===== config.mk =====
export PLATFORM = sky130hd
export DESIGN_NAME = windowed_classifier_vote
export DESIGN_NICKNAME = d
export VERILOG_FILES = /design/src/rtl/wcv_pkg.sv /design/src/rtl/wcv_ram.sv /design/src/rtl/wcv_vote.sv /design/src/rtl/windowed_classifier_vote.sv
export SDC_FILE = /design/constraint.sdc
export NUM_CORES = 2
export LEC_CHECK = 0
export BUFFER_PORTS_ARGS = -buffer_cell sky130_fd_sc_hd__buf_2
export CORE_MARGIN = 5
export CORE_UTILIZATION = 63
export CTS_CLUSTER_SIZE = 16
export DETAILED_ROUTE_END_ITERATION = 8
export GPL_TIMING_DRIVEN = 0
export PLACE_DENSITY = 0.88
export SYNTH_ARGS = -nofsm -noshare
export SYNTH_HDL_FRONTEND = slang
export SYNTH_SLANG_ARGS = --single-unit

===== constraint.sdc =====
create_clock -name clock -period 5 [get_ports clock]
set_clock_uncertainty 0.2 [all_clocks]
set_input_delay 0.25 -clock clock [delete_from_list [all_inputs] [get_ports clock]]
set_output_delay 0.25 -clock clock [all_outputs]
set_load 0.03 [all_outputs]

===== src/rtl/wcv_pkg.sv =====
// Package: shared constants, vote type and a label helper for the windowed classifier vote.
`default_nettype none
package wcv_pkg;

   // Window of frame votes
   localparam int WIN_LEN  = 40;
   localparam int WIN_AW   = $clog2(WIN_LEN);

   // Label histogram
   localparam int MAX_CLASSES = 63;
   localparam int HIST_DEPTH  = MAX_CLASSES + 1;
   localparam int HIST_AW     = $clog2(HIST_DEPTH);

   // Field widths
   localparam int LBL_W = 7;
   localparam int WT_W  = 2;
   localparam int CNT_W = 10;
   localparam int CC_W  = 6;

   // Weights and thresholds
   localparam logic [WT_W-1:0]  WT_STRONG   = WT_W'(3);
   localparam logic [WT_W-1:0]  WT_PAIR     = WT_W'(1);
   localparam logic [CNT_W-1:0] DEC_THRESH  = CNT_W'(2 * WIN_LEN);
   localparam logic [CC_W-1:0]  CC_RESET    = CC_W'(32);
   localparam logic [LBL_W-1:0] LBL_UNKNOWN = '0;
   localparam logic [LBL_W-1:0] LBL_NONE    = '1;

   typedef struct packed {
      logic [LBL_W-1:0] label;
      logic [WT_W-1:0]  weight;
   } vote_type;

   // Label maps to a histogram bin
   function automatic logic in_hist(input logic [LBL_W-1:0] lbl);
      in_hist = !lbl[LBL_W-1] && (lbl <= LBL_W'(MAX_CLASSES));
   endfunction

endpackage
`default_nettype wire


===== src/rtl/wcv_ram.sv =====
// Generic single-port-write, single-port-read RAM with registered read data.
`default_nettype none
module wcv_ram #(
   parameter int WIDTH = 8,
   parameter int DEPTH = 16,
   parameter int AW    = $clog2(DEPTH)
) (
   input  wire logic             clock,
   input  wire logic             wr_en,
   input  wire logic [AW-1:0]    wr_addr,
   input  wire logic [WIDTH-1:0] wr_data,
   input  wire logic             rd_en,
   input  wire logic [AW-1:0]    rd_addr,
   output logic      [WIDTH-1:0] rd_data
);

   logic [WIDTH-1:0] mem [DEPTH];

   // Write port
   always_ff @(posedge clock) begin
      if (wr_en) begin
         mem[wr_addr] <= wr_data;
      end
   end

   // Registered read port
   always_ff @(posedge clock) begin
      if (rd_en) begin
         rd_data <= mem[rd_addr];
      end
   end

endmodule
`default_nettype wire


===== src/rtl/wcv_vote.sv =====
// Frame vote former: combines three classifier labels into one weighted vote.
`default_nettype none
module wcv_vote (
   input  wire logic [wcv_pkg::LBL_W-1:0] label_a,
   input  wire logic [wcv_pkg::LBL_W-1:0] label_b,
   input  wire logic [wcv_pkg::LBL_W-1:0] label_c,
   output wcv_pkg::vote_type              vote
);
   import wcv_pkg::*;

   logic ab, ac, bc;

   assign ab = (label_a == label_b);
   assign ac = (label_a == label_c);
   assign bc = (label_b == label_c);

   // Unanimous, pair, or no agreement
   always_comb begin
      if (ab && bc) begin
         vote.label  = label_a;
         vote.weight = WT_STRONG;
      end else if (ab || ac) begin
         vote.label  = label_a;
         vote.weight = WT_PAIR;
      end else if (bc) begin
         vote.label  = label_b;
         vote.weight = WT_PAIR;
      end else begin
         vote.label  = LBL_UNKNOWN;
         vote.weight = WT_STRONG;
      end
   end

endmodule
`default_nettype wire


===== src/rtl/windowed_classifier_vote.sv =====
// The argmax scan compares histogram bins 0 to limit, with limit = class_count. No new item
// is taken until the result is loaded; the scan reads one histogram bin per cycle through
// the single histogram RAM read port, and the block is busy meanwhile.
// Reset (synchronous, active high): window and histogram valid bits clear at once, so
// the window reads as label all ones (LBL_NONE) weight 0 and every bin as zero; class_count returns to 32.
`default_nettype none
module windowed_classifier_vote (
   input  wire logic                        clock,
   input  wire logic                        reset,
   // Input items
   input  wire logic                        req_valid,
   output logic                             req_stall,
   input  wire logic [wcv_pkg::LBL_W-1:0]   req_eigen_label,
   input  wire logic [wcv_pkg::LBL_W-1:0]   req_fisher_label,
   input  wire logic [wcv_pkg::LBL_W-1:0]   req_lbph_label,
   // Result items
   output logic                             rsp_valid,
   input  wire logic                        rsp_stall,
   output logic      [wcv_pkg::LBL_W-1:0]   rsp_frame_label,
   output logic      [wcv_pkg::WT_W-1:0]    rsp_frame_weight,
   output logic      [wcv_pkg::CC_W-1:0]    rsp_decision,
   output logic      [wcv_pkg::CNT_W-1:0]   rsp_best_weight,
   // Configuration
   input  wire logic                        csr_valid,
   output logic                             csr_ready,
   input  wire logic [wcv_pkg::CC_W-1:0]    csr_data
);
   import wcv_pkg::*;

   localparam logic [2:0] ST_IDLE = 3'd0;
   localparam logic [2:0] ST_WIN  = 3'd1;
   localparam logic [2:0] ST_SUB  = 3'd2;
   localparam logic [2:0] ST_RNEW = 3'd3;
   localparam logic [2:0] ST_ADD  = 3'd4;
   localparam logic [2:0] ST_SCAN = 3'd5;
   localparam logic [2:0] ST_DONE = 3'd6;

   localparam int WIN_DW = LBL_W + WT_W;

   logic [2:0]          state_ff, state_in;
   logic [CC_W-1:0]     cc_ff;
   logic [WIN_AW-1:0]   ptr_ff, ptr_in;
   logic [WIN_LEN-1:0]  wvld_ff, wvld_in;
   logic [HIST_DEPTH-1:0] hvld_ff, hvld_in;
   vote_type            new_ff, new_in, old_ff, old_in, vote;
   logic                hrvld_ff;
   logic [HIST_AW-1:0]  scan_addr_ff, scan_addr_in;
   logic                scan_issued_ff, scan_issued_in;
   logic                cmp_vld_ff, cmp_vld_in;
   logic [HIST_AW-1:0]  cmp_idx_ff, cmp_idx_in;
   logic [CNT_W-1:0]    best_ff, best_in;
   logic [HIST_AW-1:0]  best_idx_ff, best_idx_in;
   logic                rsp_valid_ff, rsp_valid_in;
   vote_type            rsp_vote_ff, rsp_vote_in;
   logic [CC_W-1:0]     rsp_dec_ff, rsp_dec_in;
   logic [CNT_W-1:0]    rsp_best_ff, rsp_best_in;

   logic                req_take, load_rsp;
   logic                win_rd_en, win_wr_en;
   logic [WIN_DW-1:0]   win_q;
   vote_type            win_old;
   logic                hist_rd_en, hist_wr_en;
   logic [HIST_AW-1:0]  hist_rd_addr, hist_wr_addr;
   logic [CNT_W-1:0]    hist_wr_data, hist_q, hist_val;
   logic [CNT_W-1:0]    old_wt_ext, new_wt_ext;
   logic [HIST_AW-1:0]  limit;

   // Frame vote
   wcv_vote u_vote (
      .label_a (req_eigen_label),
      .label_b (req_fisher_label),
      .label_c (req_lbph_label),
      .vote    (vote)
   );

   // Window of past votes
   wcv_ram #(.WIDTH(WIN_DW), .DEPTH(WIN_LEN)) u_win_ram (
      .clock   (clock),
      .wr_en   (win_wr_en),
      .wr_addr (ptr_ff),
      .wr_data (new_ff),
      .rd_en   (win_rd_en),
      .rd_addr (ptr_ff),
      .rd_data (win_q)
   );

   // Weight histogram per label
   wcv_ram #(.WIDTH(CNT_W), .DEPTH(HIST_DEPTH)) u_hist_ram (
      .clock   (clock),
      .wr_en   (hist_wr_en),
      .wr_addr (hist_wr_addr),
      .wr_data (hist_wr_data),
      .rd_en   (hist_rd_en),
      .rd_addr (hist_rd_addr),
      .rd_data (hist_q)
   );

   // Handshakes
   assign req_stall = (state_ff != ST_IDLE);
   assign req_take  = req_valid && !req_stall;
   assign csr_ready = 1'b1;
   assign load_rsp  = (state_ff == ST_DONE) && (!rsp_valid_ff || !rsp_stall);

   assign rsp_valid        = rsp_valid_ff;
   assign rsp_frame_label  = rsp_vote_ff.label;
   assign rsp_frame_weight = rsp_vote_ff.weight;
   assign rsp_decision     = rsp_dec_ff;
   assign rsp_best_weight  = rsp_best_ff;

   // Unwritten slots and bins read as their reset values
   assign win_old    = wvld_ff[ptr_ff] ? vote_type'(win_q) : vote_type'({LBL_NONE, WT_W'(0)});
   assign hist_val   = hrvld_ff ? hist_q : '0;
   assign old_wt_ext = CNT_W'(old_ff.weight);
   assign new_wt_ext = CNT_W'(new_ff.weight);
   assign limit      = HIST_AW'(cc_ff);

   // Sequencer and datapath
   always_comb begin
      state_in       = state_ff;
      ptr_in         = ptr_ff;
      wvld_in        = wvld_ff;
      hvld_in        = hvld_ff;
      new_in         = new_ff;
      old_in         = old_ff;
      scan_addr_in   = scan_addr_ff;
      scan_issued_in = scan_issued_ff;
      cmp_vld_in     = 1'b0;
      cmp_idx_in     = cmp_idx_ff;
      best_in        = best_ff;
      best_idx_in    = best_idx_ff;
      win_rd_en      = 1'b0;
      win_wr_en      = 1'b0;
      hist_rd_en     = 1'b0;
      hist_rd_addr   = scan_addr_ff;
      hist_wr_en     = 1'b0;
      hist_wr_addr   = old_ff.label[HIST_AW-1:0];
      hist_wr_data   = '0;

      unique case (state_ff)
         ST_IDLE: begin
            if (req_take) begin
               new_in    = vote;
               win_rd_en = 1'b1;
               state_in  = ST_WIN;
            end
         end
         ST_WIN: begin
            old_in       = win_old;
            hist_rd_en   = 1'b1;
            hist_rd_addr = win_old.label[HIST_AW-1:0];
            state_in     = ST_SUB;
         end
         ST_SUB: begin
            // Retire the oldest vote, saturating at zero
            if (in_hist(old_ff.label)) begin
               hist_wr_en   = 1'b1;
               hist_wr_addr = old_ff.label[HIST_AW-1:0];
               hist_wr_data = (hist_val >= old_wt_ext) ? hist_val - old_wt_ext : '0;
               hvld_in[old_ff.label[HIST_AW-1:0]] = 1'b1;
            end
            win_wr_en       = 1'b1;
            wvld_in[ptr_ff] = 1'b1;
            ptr_in = (ptr_ff == WIN_AW'(WIN_LEN - 1)) ? '0 : ptr_ff + WIN_AW'(1);
            state_in = ST_RNEW;
         end
         ST_RNEW: begin
            hist_rd_en   = 1'b1;
            hist_rd_addr = new_ff.label[HIST_AW-1:0];
            state_in     = ST_ADD;
         end
         ST_ADD: begin
            if (in_hist(new_ff.label)) begin
               hist_wr_en   = 1'b1;
               hist_wr_addr = new_ff.label[HIST_AW-1:0];
               hist_wr_data = hist_val + new_wt_ext;
               hvld_in[new_ff.label[HIST_AW-1:0]] = 1'b1;
            end
            scan_addr_in   = '0;
            scan_issued_in = 1'b0;
            state_in       = ST_SCAN;
         end
         ST_SCAN: begin
            // Issue one bin read per cycle
            if (!scan_issued_ff) begin
               hist_rd_en   = 1'b1;
               hist_rd_addr = scan_addr_ff;
               cmp_vld_in   = 1'b1;
               cmp_idx_in   = scan_addr_ff;
               if (scan_addr_ff == limit) begin
                  scan_issued_in = 1'b1;
               end else begin
                  scan_addr_in = scan_addr_ff + HIST_AW'(1);
               end
            end
            // Compare the bin read last cycle; strict greater keeps lowest label
            if (cmp_vld_ff) begin
               if (cmp_idx_ff == '0 || hist_val > best_ff) begin
                  best_in     = hist_val;
                  best_idx_in = cmp_idx_ff;
               end
               if (cmp_idx_ff == limit) begin
                  state_in = ST_DONE;
               end
            end
         end
         ST_DONE: begin
            if (load_rsp) begin
               state_in = ST_IDLE;
            end
         end
         default: begin
            state_in = ST_IDLE;
         end
      endcase
   end

   // Result register
   always_comb begin
      rsp_valid_in = rsp_valid_ff && rsp_stall;
      rsp_vote_in  = rsp_vote_ff;
      rsp_dec_in   = rsp_dec_ff;
      rsp_best_in  = rsp_best_ff;
      if (load_rsp) begin
         rsp_valid_in = 1'b1;
         rsp_vote_in  = new_ff;
         rsp_dec_in   = (best_ff > DEC_THRESH) ? CC_W'(best_idx_ff) : '0;
         rsp_best_in  = best_ff;
      end
   end

   // Control registers
   always_ff @(posedge clock) begin
      if (reset) begin
         state_ff     <= ST_IDLE;
         cc_ff        <= CC_RESET;
         ptr_ff       <= '0;
         wvld_ff      <= '0;
         hvld_ff      <= '0;
         cmp_vld_ff   <= 1'b0;
         rsp_valid_ff <= 1'b0;
      end else begin
         state_ff     <= state_in;
         ptr_ff       <= ptr_in;
         wvld_ff      <= wvld_in;
         hvld_ff      <= hvld_in;
         cmp_vld_ff   <= cmp_vld_in;
         rsp_valid_ff <= rsp_valid_in;
         if (csr_valid && csr_ready) begin
            cc_ff <= csr_data;
         end
      end
   end

   // Payload registers
   always_ff @(posedge clock) begin
      new_ff         <= new_in;
      old_ff         <= old_in;
      scan_addr_ff   <= scan_addr_in;
      scan_issued_ff <= scan_issued_in;
      cmp_idx_ff     <= cmp_idx_in;
      best_ff        <= best_in;
      best_idx_ff    <= best_idx_in;
      rsp_vote_ff    <= rsp_vote_in;
      rsp_dec_ff     <= rsp_dec_in;
      rsp_best_ff    <= rsp_best_in;
      if (hist_rd_en) begin
         hrvld_ff <= hvld_ff[hist_rd_addr];
      end
   end

endmodule
`default_nettype wire

* Word level (Yosys, flattened, before mapping)
Memory sizes are Yosys's and may differ from the RTL's. A register that Yosys moved wholly into a read port is not among the register bits.
Index checks and enable logic that the tools add are counted.
** Word-level totals
- Flip-flop bits (word level) :: 194
- Bits in latches :: 0
- Bits in writable memories :: 1000
- Bits in read-only memories :: 0
- Bits of input ports :: 32
- Output and inout bits :: 28
- Memories :: 2
** Memories
- u_hist_ram.mem :: words 64, bits a word 10, read ports 1, clocked after Yosys merged registers in 1, write ports 1, RTL line wcv_ram.sv:17 : logic [WIDTH-1:0] mem [DEPTH];
- u_win_ram.mem :: words 40, bits a word 9, read ports 1, clocked after Yosys merged registers in 1, write ports 1, RTL line wcv_ram.sv:17
** Cells by class
- Add/sub/neg operators :: 4
- Multiply operators :: 0
- Divide/modulo/power cells :: 0
- Magnitude comparators :: 12
- Equality and inequality tests :: 20
- Shift-type cells :: 0
- Muxes and demuxes :: 50
- Bitwise operators :: 5
- Reduce and logical (&&, ||, !) cells :: 31
** Operator list (number)
- 2-to-1 mux 64 bit :: 2
- OR 64 bit :: 2
- one-hot mux 64 bit (2 select lines) :: 1
- 2-to-1 mux 10 bit :: 4
- OR 40 bit :: 1
- 2-to-1 mux 6 bit :: 5
- < comparator 6 x 7 -> 1 bit, second input constant :: 4
- 2-to-1 mux 9 bit :: 3
- one-hot mux 6 bit (2 select lines) :: 2
- == test 7 bit :: 3
- one-hot mux 3 bit (7 select lines) :: 1
- one-hot mux 10 bit (2 select lines) :: 1
- demux 1 bit (select 6 bit) :: 3
- greater-or-equal comparator 6 x 1 -> 1 bit, second input constant :: 3
- 2-to-1 mux 1 bit :: 18
- inequality test 2 bit, second input constant :: 8
- less-or-equal comparator 7 x 6 -> 1 bit, second input constant :: 2
- adder 6 x 1 -> 6 bit, second input constant :: 2
- binary-select mux 1 bit (select 6 bit) :: 2
- == test 6 bit :: 2
- 2-to-1 mux 3 bit :: 4
- adder 10 x 2 -> 10 bit :: 1
- greater-or-equal comparator 10 x 2 -> 1 bit :: 1
- greater-than comparator 10 bit :: 1
- other kinds (20) :: 46

* Logic depth before layout (Yosys ltp)
- Depth in word-level cells :: 7
- Mapped depth :: 15
- Gate-level depth less buffers :: 11

* By module
A second synthesis with hierarchy kept.
** Unflattened totals
- Cells, all modules :: 2986
- Area total of the unflattened synthesis :: 49824.0 µm²
** By module, submodules not included
- wcv_ram (u_hist_ram) :: times used 1, cells an instance 1118, area an instance 25201.7 µm²
- wcv_ram (u_win_ram) :: times used 1, cells an instance 773, area an instance 14700.3 µm²
- windowed_classifier_vote :: times used 1, cells an instance 1042, area an instance 9519.1 µm²
- wcv_vote :: times used 1, cells an instance 53, area an instance 402.9 µm²

* Worst setup path before layout
Ideal clock, no wire load.
- Path kind :: flip-flop to flip-flop
- From :: reg hrvld_ff
- To :: mem u_hist_ram.mem[0][8] in the netlist's numbering (data pin)
- Setup time :: 548 ps
- Arrival time :: 3840 ps
- Path slack :: 412 ps
- Stages on the path, launching flop included :: 10
- Path buffers :: 1
- Period minus slack after synthesis :: 4588 ps
- Path through :: edfxtp_1 clkbuf_1 nand2_1 ha_1 inv_1 fa_1 nor4_1 nand3_1 o22a_1 a21oi_1
** Between the ends
- Longest elaborated chain between the ends :: 5
- Elaborated cells between the ends (all ways) :: 8
- Those cells by class :: add/sub (2); order compare (1); mux (5)
** Ends and longest elaborated chain
- from (decl) :: RTL line windowed_classifier_vote.sv:46 : logic hrvld_ff;
- from (signal assigned) :: RTL line windowed_classifier_vote.sv:267 : hrvld_ff <= hvld_ff[hist_rd_addr];
- 2-to-1 mux 10 bit (*) :: RTL line windowed_classifier_vote.sv:112 : assign hist_val = hrvld_ff ? hist_q : '0;
- subtractor 10 x 2 -> 10 bit or greater-or-equal comparator 10 x 2 -> 1 bit (tied branches) :: RTL line windowed_classifier_vote.sv:158 : hist_wr_data = (hist_val >= old_wt_ext) ? hist_val - old_wt_ext : '0;
- 2-to-1 mux 10 bit :: RTL line windowed_classifier_vote.sv:158
- 2-to-1 mux 10 bit :: RTL line windowed_classifier_vote.sv:155 : if (in_hist(old_ff.label)) begin
- one-hot mux 10 bit (2 select lines) (*) :: RTL line windowed_classifier_vote.sv:139 : unique case (state_ff)
- via hist_wr_data[8] :: RTL line windowed_classifier_vote.sv:64 : logic [CNT_W-1:0] hist_wr_data, hist_q, hist_val;
- to (decl) :: RTL line wcv_ram.sv:17
Mark *: on every way through the listed nets, which the timed path passes. The rest lies on a longest branch.

* Worst setup path in the final report
- From :: reg ptr_ff[0]
- To :: reg u_hist_ram.rd_data[1] (read register of u_hist_ram.mem) (data pin)
** Between the ends
- Longest elaborated chain between the ends :: 4
** Ends and longest elaborated chain
- from (decl) :: RTL line windowed_classifier_vote.sv:42 : logic [WIN_AW-1:0] ptr_ff, ptr_in;
- from (signal assigned) :: RTL line windowed_classifier_vote.sv:243 : ptr_ff <= ptr_in;
- binary-select mux 1 bit (select 6 bit) :: RTL line windowed_classifier_vote.sv:111 : assign win_old = wvld_ff[ptr_ff] ? vote_type'(win_q) : vote_type'({LBL_NONE, WT_W'(0)});
- 2-to-1 mux 1 bit (implied by the code) :: RTL line windowed_classifier_vote.sv:111
- 2-to-1 mux 8 bit :: RTL line windowed_classifier_vote.sv:111
- one-hot mux 6 bit (2 select lines) :: RTL line windowed_classifier_vote.sv:139
- to (decl) :: RTL line wcv_ram.sv:14 : output logic [WIDTH-1:0] rd_data
No other way between the ends. The select of a mux whose other input is x is not followed.
A chain may end at the register's enable or synchronous reset.

==> impl_results.md <==
* Status: finished, violations left
* Failing checks: capacitance limit, slew limit, setup timing
* Area share of the largest cell type after synthesis at 68.1%
* First-pass GRT wire length at 194,000 um
* Max_cap viols at 2
* Post-synthesis mux area share at 8.12%
* Slew margin rel. at -4.10%
* Max FO, Critical Path at 10
* Fin cells at 4,291
* Critical path's top delay family: compound AO/OA/AOI/OAI gates
* # port buffers at 55
* Vias post-DR at 30.6k
* WL per Instance at 32.0 um
* Clk buf depth at 3
* Routability cong. at 0.998
* Ports at 60
* Post-DRT Antenna Nets at 0
* TritonCTS clock tree: done
* Area delta synth->final at 14.2%
* Total chip power at 22,000 uW
* Clock-pin slew on the worst setup and hold paths at 0.07 ns
* F_max at 193 MHz
* Die Area at 0.0789 mm2
* Hpwl dp at 85,600 um
* Arr. time, crit path at 5.32 ns
* Hold Vio Cnt, Final at 0
* Die H at 281 um
* Register cell area after layout at 0.0339 mm2
* Startpoint types: flop
* WP data required at 5.13 ns
* Post-Synth Adder-Cell Area at 0.493%
* Syn_area_per_cell at 15.4 um2
* Number of flops mapped to enable cells by yosys at 1,049
* Worst Tran Pin Value at 1.56 ns
* Crit-path max cell delay at 0.62 ns
* Remaining DRCs at 0
* Antenna violations before repair at 1
* Combinational power share at 11.2%
* Ranking of synthesized cells by area: edfxtp_1, mux2i_1, dfxtp_1
* Cell repeated most along the worst path: buf_2
* Clock sink count at 1,170
* Drt pass-1 iters at 7
* Synthesized area at 0.0462 mm2
* Clk_lat worst skew at 0.70 ns
* CP cell instances: buf_2 -> mux4_2 -> mux2i_1 -> nor2_1 -> a21o_1 -> nor3_4 -> o41a_1 -> or3_1 -> buf_2 -> buf_4 -> buf_2 -> o22ai_1 -> o41ai_2 -> o2111ai_1
* Critical path type: reg -> reg
* Die Span X at 281 um
* Final net count at 3,283
* Footprint of the multi-input gates at 0.0118 mm2
* Switching share of power at 25.0%
* RSZ-0062 raised after global routing: true
* Final setup fails at 5
* Power per cell area at 416 mW/mm2
* FP Rows at 99
* Fillers at 4,072
* GRT Util Overall at 33.6%
* Clk pwr share at 39.0%
* Internal Power at 16,500 uW
* Post-synthesis simple-gate area fraction at 5.74%
* Final WS setup at -0.185 ns
* Largest family of logic cells by synthesized area: compound AO/OA/AOI/OAI gates
* Buf/Inv on CP at 4
* Placed Cells at 4,044
* Leading register cell type out of synthesis: edfxtp_1
* Worst path slowest cell: o41ai_2
* H-tree depth at 3
* Leak at 0.0175 uW
* Final Cell Area at 0.0528 mm2
* Post-layout min period at 5.18 ns
* Largest net degree at the start of global routing at 53
* Switching power at 5490 uW
* XOR/XNOR share of the synthesized area at 0.777%
* Total wire length at 138,000 um
* Initial DRC Count at 5,319
* Compound-Gate Fraction of Synth Area at 9.30%
* Flop pwr share at 49.8%
* Max-slew violation count at 11
* Flops & latches, synth at 1,170
* Post-Syn Instances at 3,011
* Register area share after synthesis at 73.4%
* Placeable Area at 0.0728 mm2
* Worst Hold Class: in -> reg
* Commonest non-fill, non-tap cell in the layout: edfxtp_1
* Synth Warn # at 0
* Vias in the first global route at 30.0k
* Cts bufs inserted at 110
* Area post-placement at 0.0482 mm2
* Most frequent cells in the layout: edfxtp_1, mux2i_1, nor2_1, o22ai_1, a22oi_1
* Post-DR vias/cell at 7.14
* Critical path endpoint category: flop
* Root Driver: clkbuf_16
* Yosys cell types at 67
* Initial Util at 63.5%
* Overflow after GRT at 0
* Share of cells above drive strength 1 at 11.6%
* Synth area leader: edfxtp_1
* Worst VDD drop at 0.345 mV
* Async SR Flop Fraction at 0%
* Final Cycle Share at 104%
* WHS at 0.108 ns
-- worst min-delay path, stage by stage --
cell     delay (ns)
buf_2          0.12
xor2_1         0.17
nor4_2         0.13
mux2i_1        0.16
-- synth_stat cells, types with 4 or more instances --
cell	n
o22ai_1	172
ha_1	15
xor2_1	21
o32ai_1	7
nand4_1	32
nor4_1	18
mux2i_1	366
a22oi_1	123
a221o_1	4
buf_6	15
a221oi_1	24
inv_1	37
o21ai_0	20
nor2_1	333
xnor2_1	20
o21a_1	6
a211oi_1	8
o211ai_1	6
nand2b_1	17
clkbuf_1	102
o21ba_2	4
dfxtp_1	121
buf_2	38
and2_1	11
and3_1	9
a41o_1	10
nand2_1	78
nand3_1	38
edfxtp_1	1049
or2_2	8
a22o_1	25
o22a_1	41
nor2b_1	10
o21ai_1	9
a31oi_1	19
buf_4	14
a21oi_1	70
o2111ai_1	11
or3_1	13
buf_1	7
o41ai_1	27
nor3_1	8
nand3b_1	6
-- what timing repair did --
| action | in CTS | in global routing |
|---|---|---|
| pin swaps | 0 | 2 |
| hold buffers | 32 | 0 |
| setup buffers | 2 | 1 |
| endpoints found under the hold margin | 79 | 0 |
| endpoints found under the setup margin | 11 | 11 |
| resized for setup | 30 | 42 |
-- power by group through the flow --
stage	clock (uW)	combinational, uW	sequential, uW
floorplan	0	1240	11100
CTS	8480	2230	11000
detailed placement	0	2110	11200
global placement	0	1910	11200
global route	8970	2500	10900
finish	8560	2460	10900
-- sequential cells by signal, indices dropped and copies added, names as in the netlist, 7 cells and up --
| name | count |
|---|---|
| rsp_frame_label | 7 |
| u_win_ram.mem | 320 |
| old_ff | 9 |
| new_ff | 8 |
| hvld_ff | 64 |
| rsp_best_weight | 10 |
| wvld_ff | 40 |
| u_hist_ram.mem | 640 |
| u_hist_ram.rd_data | 10 |
| u_win_ram.rd_data | 8 |
| best_ff | 10 |
-- final timing paths --
kind	startpoint	endpoint	slack, ns	cells after the start
max reg2reg	ptr_ff[0]$_SDFFE_PP0P_	u_hist_ram.rd_data[1]$_DFFE_PP_	-0.18	14
min	req_lbph_label[5]	new_ff[1]$_SDFFCE_PP1P_	0.11	4
min reg2reg	best_ff[5]$_DFFE_PP_	rsp_best_weight[5]$_DFFE_PP_	0.27	0
max	ptr_ff[0]$_SDFFE_PP0P_	u_hist_ram.rd_data[1]$_DFFE_PP_	-0.18	14
-- cells by family (layout without fill, tap and decap cells) --
kind of cell             Yosys count  in the layout
flip-flops                      1170           1170
AO/OA/AOI/OAI                    605            605
AND/OR/NAND/NOR                  592            592
multiplexers                     372            372
buffers and inverters            213            532
XOR/XNOR                          41             41
adder cells (fa/ha/maj)           17             17
other                              1              3
-- layer usage --
metal	vias to the layer above	global-route usage (%)	routed length, um
li1	12300	-	-
met1	14800	41.3	44600
met2	2885	55.6	66200
met3	625	8.12	17400
met4	2	17.8	9310
met5	-	0	13
-- per-stage QoR --
stage	setup WS [ns]	util [%]	setup TNS, ns
2_1_floorplan	0.412	-	0
3_3_place_gp	-2.95	65.5	-1118.38
3_5_place_dp	-0.428	66.2	-3.03
4_1_cts	-0.0418	72.0	-0.0777
5_1_grt	-0.254	72.5	-0.789
6_report	-0.185	72.5	-0.605
-- layout make-up --
class,instances,area share [%]
clock inverter,71,1.50
timing repair buffer,114,2.22
buffer,172,1.65
tap,959,2.27
clock buffer,138,5.47
inverter,37,0.263
antenna,1,0.00474
multi-input combinational,1629,22.4
sequential,1170,64.3
Note: power is estimated with default switching activity, not from simulation.
